## config.mk

```make
export PLATFORM = sky130hd
export DESIGN_NAME = eea2_byte_unit
export DESIGN_NICKNAME = d
export VERILOG_FILES = /design/src/eea2_pkg.sv /design/src/eea2_byte_unit.sv
export SDC_FILE = /design/constraint.sdc
export NUM_CORES = 1
export LEC_CHECK = 0
export BUFFER_PORTS_ARGS = -buffer_cell sky130_fd_sc_hd__buf_2
export CAP_MARGIN = 0
export CORE_ASPECT_RATIO = 1.5
export CORE_UTILIZATION = 40
export CTS_CLUSTER_DIAMETER = 150
export DETAILED_ROUTE_END_ITERATION = 6
export PLACE_DENSITY = 0.76
export SYNTH_ARGS = -nofsm -noshare
export SYNTH_HDL_FRONTEND = slang
export SYNTH_SLANG_ARGS = --single-unit
```

## constraint.sdc

```tcl
create_clock -name aclk -period 4 [get_ports aclk]
set_input_delay 0.8 -clock aclk [delete_from_list [all_inputs] [get_ports aclk]]
set_output_delay 0.8 -clock aclk [all_outputs]
set_load 0.005 [all_outputs]
```

## src/eea2_pkg.sv

```systemverilog
// shared types, constants and aes helper functions for the eea2 counter-mode cipher
// no dependencies

package eea2_pkg;

    localparam int BLK_BITS = 128;
    localparam int BLK_BYTES = 16;
    localparam int AES_ROUNDS = 10;
    localparam logic [7:0] BEARER_DIR_MASK = 8'hFC;

    typedef logic [BLK_BITS-1:0] blk_t;
    typedef logic [63:0] ctr_t;

    typedef enum logic [2:0] {
        CFG_KEY_HIGH  = 3'd0,
        CFG_KEY_LOW   = 3'd1,
        CFG_COUNT     = 3'd2,
        CFG_BEARER    = 3'd3,
        CFG_DIRECTION = 3'd4
    } cfg_idx_t;

    // requests from the byte unit to the keystream generator
    typedef struct packed {
        logic pop;       // queue head taken
        logic msg_end;   // last byte accepted, counter back to zero
    } back_req_t;

    localparam logic [7:0] SBOX [256] = '{
        8'h63,8'h7c,8'h77,8'h7b,8'hf2,8'h6b,8'h6f,8'hc5,8'h30,8'h01,8'h67,8'h2b,8'hfe,8'hd7,8'hab,8'h76,
        8'hca,8'h82,8'hc9,8'h7d,8'hfa,8'h59,8'h47,8'hf0,8'had,8'hd4,8'ha2,8'haf,8'h9c,8'ha4,8'h72,8'hc0,
        8'hb7,8'hfd,8'h93,8'h26,8'h36,8'h3f,8'hf7,8'hcc,8'h34,8'ha5,8'he5,8'hf1,8'h71,8'hd8,8'h31,8'h15,
        8'h04,8'hc7,8'h23,8'hc3,8'h18,8'h96,8'h05,8'h9a,8'h07,8'h12,8'h80,8'he2,8'heb,8'h27,8'hb2,8'h75,
        8'h09,8'h83,8'h2c,8'h1a,8'h1b,8'h6e,8'h5a,8'ha0,8'h52,8'h3b,8'hd6,8'hb3,8'h29,8'he3,8'h2f,8'h84,
        8'h53,8'hd1,8'h00,8'hed,8'h20,8'hfc,8'hb1,8'h5b,8'h6a,8'hcb,8'hbe,8'h39,8'h4a,8'h4c,8'h58,8'hcf,
        8'hd0,8'hef,8'haa,8'hfb,8'h43,8'h4d,8'h33,8'h85,8'h45,8'hf9,8'h02,8'h7f,8'h50,8'h3c,8'h9f,8'ha8,
        8'h51,8'ha3,8'h40,8'h8f,8'h92,8'h9d,8'h38,8'hf5,8'hbc,8'hb6,8'hda,8'h21,8'h10,8'hff,8'hf3,8'hd2,
        8'hcd,8'h0c,8'h13,8'hec,8'h5f,8'h97,8'h44,8'h17,8'hc4,8'ha7,8'h7e,8'h3d,8'h64,8'h5d,8'h19,8'h73,
        8'h60,8'h81,8'h4f,8'hdc,8'h22,8'h2a,8'h90,8'h88,8'h46,8'hee,8'hb8,8'h14,8'hde,8'h5e,8'h0b,8'hdb,
        8'he0,8'h32,8'h3a,8'h0a,8'h49,8'h06,8'h24,8'h5c,8'hc2,8'hd3,8'hac,8'h62,8'h91,8'h95,8'he4,8'h79,
        8'he7,8'hc8,8'h37,8'h6d,8'h8d,8'hd5,8'h4e,8'ha9,8'h6c,8'h56,8'hf4,8'hea,8'h65,8'h7a,8'hae,8'h08,
        8'hba,8'h78,8'h25,8'h2e,8'h1c,8'ha6,8'hb4,8'hc6,8'he8,8'hdd,8'h74,8'h1f,8'h4b,8'hbd,8'h8b,8'h8a,
        8'h70,8'h3e,8'hb5,8'h66,8'h48,8'h03,8'hf6,8'h0e,8'h61,8'h35,8'h57,8'hb9,8'h86,8'hc1,8'h1d,8'h9e,
        8'he1,8'hf8,8'h98,8'h11,8'h69,8'hd9,8'h8e,8'h94,8'h9b,8'h1e,8'h87,8'he9,8'hce,8'h55,8'h28,8'hdf,
        8'h8c,8'ha1,8'h89,8'h0d,8'hbf,8'he6,8'h42,8'h68,8'h41,8'h99,8'h2d,8'h0f,8'hb0,8'h54,8'hbb,8'h16
    };

    // byte k of a block sits in the top bits first
    function automatic logic [7:0] blk_byte(input blk_t b, input logic [3:0] k);
        return b[BLK_BITS-1-8*k -: 8];
    endfunction

    function automatic logic [7:0] xtime(input logic [7:0] v);
        return {v[6:0], 1'b0} ^ (v[7] ? 8'h1b : 8'h00);
    endfunction

    function automatic logic [7:0] rcon(input logic [3:0] rnd);
        logic [7:0] r;
        case (rnd)
            4'd1: r = 8'h01;
            4'd2: r = 8'h02;
            4'd3: r = 8'h04;
            4'd4: r = 8'h08;
            4'd5: r = 8'h10;
            4'd6: r = 8'h20;
            4'd7: r = 8'h40;
            4'd8: r = 8'h80;
            4'd9: r = 8'h1b;
            4'd10: r = 8'h36;
            default: r = 8'h00;
        endcase
        return r;
    endfunction

    function automatic blk_t key_step(input blk_t rk, input logic [7:0] rc);
        logic [31:0] w [4];
        logic [31:0] t;
        blk_t nk;
        for (int i = 0; i < 4; i++) w[i] = rk[BLK_BITS-1-32*i -: 32];
        t = {SBOX[w[3][23:16]] ^ rc, SBOX[w[3][15:8]], SBOX[w[3][7:0]], SBOX[w[3][31:24]]};
        w[0] = w[0] ^ t;
        w[1] = w[1] ^ w[0];
        w[2] = w[2] ^ w[1];
        w[3] = w[3] ^ w[2];
        nk = {w[0], w[1], w[2], w[3]};
        return nk;
    endfunction

    function automatic blk_t aes_round(input blk_t s, input blk_t rk, input logic last_rnd);
        logic [7:0] t [16];
        logic [7:0] a0, a1, a2, a3, all;
        blk_t o;
        for (int c = 0; c < 4; c++)
            for (int i = 0; i < 4; i++)
                t[i+4*c] = SBOX[blk_byte(s, 4'((i + 4*((c + i) & 3))))];
        if (!last_rnd) begin
            for (int c = 0; c < 4; c++) begin
                a0 = t[4*c]; a1 = t[4*c+1]; a2 = t[4*c+2]; a3 = t[4*c+3];
                all = a0 ^ a1 ^ a2 ^ a3;
                t[4*c]   = a0 ^ all ^ xtime(a0 ^ a1);
                t[4*c+1] = a1 ^ all ^ xtime(a1 ^ a2);
                t[4*c+2] = a2 ^ all ^ xtime(a2 ^ a3);
                t[4*c+3] = a3 ^ all ^ xtime(a3 ^ a0);
            end
        end
        for (int k = 0; k < 16; k++) o[BLK_BITS-1-8*k -: 8] = t[k];
        return o ^ rk;
    endfunction

endpackage

```

## src/eea2_byte_unit.sv

```systemverilog
// byte unit: xors each byte with the current keystream block, output register stage
// depends on eea2_pkg

module eea2_byte_unit
    import eea2_pkg::*;
(
    input  logic      aclk,
    input  logic      aresetn,
    input  logic      s_tvalid,
    output logic      s_tready,
    input  logic [7:0] s_data,
    input  logic      s_last,
    output logic      m_tvalid,
    input  logic      m_tready,
    output logic [7:0] m_data,
    output logic      m_last,
    input  blk_t      blk0,
    input  logic      blk0_valid,
    input  blk_t      head,
    input  logic      head_valid,
    output back_req_t req,
    output ctr_t      restart_ctr
);

    logic [3:0] off_reg, off_next;
    ctr_t       nxt_reg, nxt_next;
    logic       first_reg, first_next;
    blk_t       cur_reg;
    logic       mv_reg, mv_next;
    logic [7:0] mdata_reg;
    logic       mlast_reg;

    logic need_blk, blk_ok, accept;
    blk_t blk_use;

    assign need_blk = off_reg == 4'd0;
    assign blk_ok = !need_blk || (first_reg ? blk0_valid : head_valid);
    assign s_tready = blk_ok && (!mv_reg || m_tready);
    assign accept = s_tvalid && s_tready;
    assign blk_use = !need_blk ? cur_reg : (first_reg ? blk0 : head);

    always_comb begin
        off_next = off_reg;
        nxt_next = nxt_reg;
        first_next = first_reg;
        mv_next = mv_reg && !m_tready;
        req.pop = 1'b0;
        req.msg_end = 1'b0;
        if (accept) begin
            mv_next = 1'b1;
            off_next = off_reg + 4'd1;
            if (need_blk) begin
                // the block for nxt is now in use
                nxt_next = nxt_reg + 64'd1;
                first_next = 1'b0;
                req.pop = !first_reg;
            end
            if (s_last) begin
                off_next = 4'd0;
                nxt_next = 64'd0;
                first_next = 1'b1;
                req.msg_end = 1'b1;
            end
        end
    end

    always_ff @(posedge aclk) begin
        if (!aresetn) begin
            off_reg <= 4'd0;
            nxt_reg <= 64'd0;
            first_reg <= 1'b1;
            mv_reg <= 1'b0;
        end else begin
            off_reg <= off_next;
            nxt_reg <= nxt_next;
            first_reg <= first_next;
            mv_reg <= mv_next;
        end
        if (accept) begin
            mdata_reg <= s_data ^ blk_byte(blk_use, off_reg);
            mlast_reg <= s_last;
            if (need_blk)
                cur_reg <= blk_use;
        end
    end

    assign m_tvalid = mv_reg;
    assign m_data = mdata_reg;
    assign m_last = mlast_reg;
    // counter-zero block lives apart, so the queue restarts at one then
    assign restart_ctr = first_reg ? 64'd1 : nxt_reg;

endmodule

```

[Word level (Yosys, flattened, before mapping)]
Index checks and enable logic that the tools add are counted.
Cells by class
  $add $sub $neg: 3
  shift operators: 1
  mux-type cells: 13
  bitwise logic cells: 1
  reductions and logical operators: 13
Operator list (number)
  $mux W128: 2
  $mux W64: 3
  $shiftx A135 B33 Y8: 1
  $add A64 B1 Y64 const B: 1
  $sub A7 B7 Y8 const A: 1
  $xor A8 B8 Y8: 1
  $mux W1: 6
  $add A4 B1 Y4 const B: 1
  $logic_not A1 Y1: 4
  $logic_not A4 Y1: 1
  $mux W4: 1
  $reduce_and A2 Y1: 2
  $logic_and A1 B1 Y1: 3
  $logic_or A1 B1 Y1: 2
  $mux W2: 1
  $reduce_bool A2 Y1: 1
Storage, ports and cells
  register bits after elaboration: 207
  input port bits: 271
  output and inout bits: 77
  word-level logic and storage cells: 38

[Depth between registers and ports, before layout]
  depth in word-level cells: 6
  mapped depth: 13
  gate-level depth less buffers: 10

[Worst setup path after synthesis]
No wires, ideal clock.
  kind: reg2reg
  from: reg off_reg[1]
  to: reg nxt_reg[1]
  setup time: 0.059 ns
  data arrival time: 3.677 ns
  data required time: 3.941 ns
  setup slack: 0.264 ns
  cell stages (with the launch flop): 13
  buffers on the path: 2
  clock period less this slack: 3.736 ns
  cell sequence: dfxtp_1 clkbuf_1 inv_1 ha_1 nor3b_4 a211o_1 buf_6 inv_2 nand2_1 inv_2 a22oi_1 o21ai_0 and2_1
On the way
  longest elaborated chain between the ends: 6
  elaborated cells between the ends (all ways): 7
  those cells by class: reduce/logical (7)
Ends and longest elaborated chain
  start, declared: RTL line eea2_byte_unit.sv:25  | logic [3:0] off_reg, off_next;
  start signal, assigned: RTL line eea2_byte_unit.sv:74  | off_reg <= off_next;
  $logic_not A4 Y1: RTL line eea2_byte_unit.sv:36  | assign need_blk = off_reg == 4'd0;
  $logic_not A1 Y1
  $logic_or A1 B1 Y1: RTL line eea2_byte_unit.sv:37  | assign blk_ok = !need_blk || (first_reg ? blk0_valid : head_valid);
  $logic_and A1 B1 Y1: RTL line eea2_byte_unit.sv:38  | assign s_tready = blk_ok && (!mv_reg || m_tready);
  $logic_and A1 B1 Y1: RTL line eea2_byte_unit.sv:39  | assign accept = s_tvalid && s_tready;
  net accept: RTL line eea2_byte_unit.sv:33  | logic need_blk, blk_ok, accept;
  $reduce_and A2 Y1 (no line)
  end signal, assigned: RTL line eea2_byte_unit.sv:75  | nxt_reg <= nxt_next;
  end, declared: RTL line eea2_byte_unit.sv:26  | ctr_t nxt_reg, nxt_next;
The timed path passes the listed nets, and every way through them passes these cells.
A chain may end at the register's enable or synchronous reset.

==> summary.txt <==
Pwr
  – PwrDens: 429 nW/um^2
  – Peak VDD IR: 0.000250 V
  – LEAKAGE: 6.29 nW

Critical path
  – CP Max Fanout: 20
  – Reg2Reg Depth: 9
  – WP data arrival: 2730 ps
  – Largest delay contributor family on the critical path: buffers and inverters
  – Reg-to-Reg Start: off_reg[1]$_SDFFE_PN0P_
  – Worst Path Buf+Inv: 4
  – RR Endpoint: m_data[1]$_DFFE_PP_
  – Setup CP Type: reg2out
  – Critical Path RT: 3200 ps
  – Slowest cell on the critical path: a211o_1
  – Worst-path cell chain: inv_1 > ha_1 > nor3b_4 > buf_4 > a211o_1 > inv_2 > nand2_1 > nor2_1 > buf_2
  – Startpoint Class: register
  – Nature of the critical path endpoint: output port
  – Critical Path Max Stage Delay: 510 ps
  – Setup slack, reg-to-reg: 880 ps

CTS
  – CTS max path bufs: 3
  – CTS Buf Count: 21
  – CTS tree: built
  – Setup Fix Bufs, Post-CTS: 0
  – Cts-stage hold buffer count: 0
  – Root Driver: clkbuf_16
  – H-tree levels: 1
  – # clock sinks: 207
  – Clock Latency Late Sink: 500 ps
  – Number of gates resized after CTS: 0
  – Clock-pin slew on the worst setup and hold paths: 70 ps

Final layout
  – Ant. Diodes: 0
  – Reg area: 5520 um^2
  – Filler cells: 2671
  – Multi-input logic area: 5710 um^2
  – Commonest non-fill, non-tap cells in the layout: buf_2 (347), edfxtp_1 (137), mux2i_1 (122), nand2_1 (113), nor2_1 (104)
  – Share of cells above drive strength 1: 29.7%
  – Commonest non-fill, non-tap cell in the layout: buf_2
  – Final std cells w/o fill: 1892
  – Area Growth Syn to Fin: 23.8%
  – Final net count: 1762
  – Max FFs per register: 128

Logic synthesis
  – Synth async-reset ratio: 0%
  – Yosys reg bits: 207
  – Synthesis Warnings: 0
  – Top_reg_cell synth: edfxtp_1
  – Syn nets: 1451
  – Top cell type's share of synthesized area: 35.1%
  – Synth cell types: 56
  – Leading area contributor after synthesis: edfxtp_1
  – Synth top area cells: edfxtp_1 (35%), dfxtp_1 (12%), mux2i_1 (10%)
  – Syn_area_per_cell: 9.96 um^2
  – Seq/Total Area, Yosys: 47.1%
  – Mapped Cells: 1177
  – Number of flops mapped to enable cells by yosys: 137
  – Synthesized area: 11700 um^2

Floorplanning
  – Die Span Y: 212 um
  – # rows: 76
  – Starting Density: 40.7%
  – Die Span X: 142 um
  – Die area: 30000 um^2
  – Core ar.: 28800 um^2
  – Top-Level Pins: 348

GRT
  – Most used routing layer: met2
  – Initial antenna violation count: 0
  – Met3 usage: 3.23%
  – Global-route wire length before repair: 50700 um
  – Routing usage on met1: 26.0%
  – Total congestion overflow: 0
  – Total GRT Usage: 22.0%
  – Vias in the first global route: 9474
  – GR Util met2: 38.2%
  – Largest net degree at the start of global routing: 113

Timing
  – Hold WS: 498 ps
  – Final clock skew: 19.9 ps
  – Final-report hold violation count: 0
  – Relative slew slack: 29.9%
  – Setup tns final: 0 ps
  – Tmin final: 3530 ps
  – Slew @ Worst Pin: 1050 ps
  – Unrepaired setup endpoints after global routing: no
  – Fmax: 283 MHz
  – Final setup viols: 0
  – Final Max Slew Viols: 0
  – Final worst-path cycle share: 88.2%

Drt
  – Via count: 9986
  – Remaining antenna violation count: 0
  – DR WL/cell: 18.0 um
  – Via/cell ratio: 5.28
  – Pre-antenna DRT Iters: 5
  – DR DRC count: 0
  – Iter 0 DRT Violations: 655
  – Routed WL: 34100 um

Status
  – Status: finished clean

Hold path
  – Min-Delay Startpoint: nxt_reg[24]$_SDFFE_PN0P_
  – Hold depth: 2
  – Worst hold-check path type: reg2reg
  – Hold EP: nxt_reg[24]$_SDFFE_PN0P_

Place
  – Port Buffers: 347
  – DP HPWL: 25900 um
  – Placed cells: 1855
  – RePlAce Congestion: 0.872

Run
  – Max_cap viols: 0
==> power breakdown <==
group	internal [mW]	switching [mW]
Clock	1.23	0.826
Sequential	2.63	0.0876
Combinational	0.557	0.893
==> synth_stat cells, drive strengths merged (5+ instances only) <==
cell / instances
edfxtp: 137
mux2i: 122
o21ai: 114
nand2: 113
nor2: 104
dfxtp: 70
nor2b: 68
xor2: 45
buf: 41
clkbuf: 41
nand3: 33
mux2: 32
a21oi: 29
inv: 29
xnor2: 23
a211oi: 22
nand4: 18
and2: 13
a22oi: 11
o221ai: 10
or2: 10
a2111oi: 8
and4: 8
o31a: 8
a221oi: 7
and3: 6
nor4: 6
or3: 6
nor3: 5
o2111ai: 5
==> routing by layer <==
metal,vias up,routed length [um]
li1,4860,-
met1,4653,13400
met2,397,16900
met3,76,2060
met4,0,1750
met5,-,0
==> how the worst max path moves through the flow <==
stage | startpoint | to | slack (ps) | cells past startpoint
6_report | off_reg[1]$_SDFFE_PN0P_ | req[1] | 470 | 9
5_1_grt | off_reg[1]$_SDFFE_PN0P_ | req[1] | 270 | 9
4_1_cts | off_reg[1]$_SDFFE_PN0P_ | req[1] | 440 | 9
3_5_place_dp | off_reg[1]$_SDFFE_PN0P_ | nxt_reg[34]$_SDFFE_PN0P_ | 890 | 10
3_3_place_gp | off_reg[1]$_SDFFE_PN0P_ | nxt_reg[37]$_SDFFE_PN0P_ | 990 | 10
2_1_floorplan | off_reg[1]$_SDFFE_PN0P_ | nxt_reg[1]$_SDFFE_PN0P_ | 260 | 12
==> final cells by class <==
cell class | instances | share of cell area (%)
multi-input combinational | 859 | 39.4
sequential | 207 | 38.0
timing repair buffer | 370 | 13.5
clock buffer | 25 | 4.01
tap | 390 | 3.36
clock inverter | 12 | 0.914
inverter | 29 | 0.785
==> metrics by stage <==
step           total power, mW  instance area, um^2  setup WS, ps  utilization, %
2_1_floorplan             3.69                11700           264               -
3_3_place_gp              4.17                13800           989            47.9
3_5_place_dp              4.21                13800           888            47.9
4_1_cts                   6.25                14500           436            50.3
5_1_grt                   6.48                14500           274            50.3
6_report                  6.22                14500           471            50.3
==> worst register-to-register path, delay by kind of cell, from the launching register on <==
family / cells / cell delay, ps
adders and majority gates: 1 / 220
xor gates and xnor gates: 1 / 150
AOI/OAI and AO/OA: 4 / 1110
and+or+nand+nor: 1 / 570
DFF: 1 / 320
buffers and inverters: 2 / 500
==> cell families after synthesis <==
group	count (synthesis)	synth area share (%)
DFF	207	47.1
xor gates and xnor gates	68	5.08
adders and majority gates	3	0.320
AOI/OAI and AO/OA	237	12.8
muxes	154	13.5
buffers and inverters	111	4.26
and+or+nand+nor	397	17.0
(Power assumes the default switching activity.)
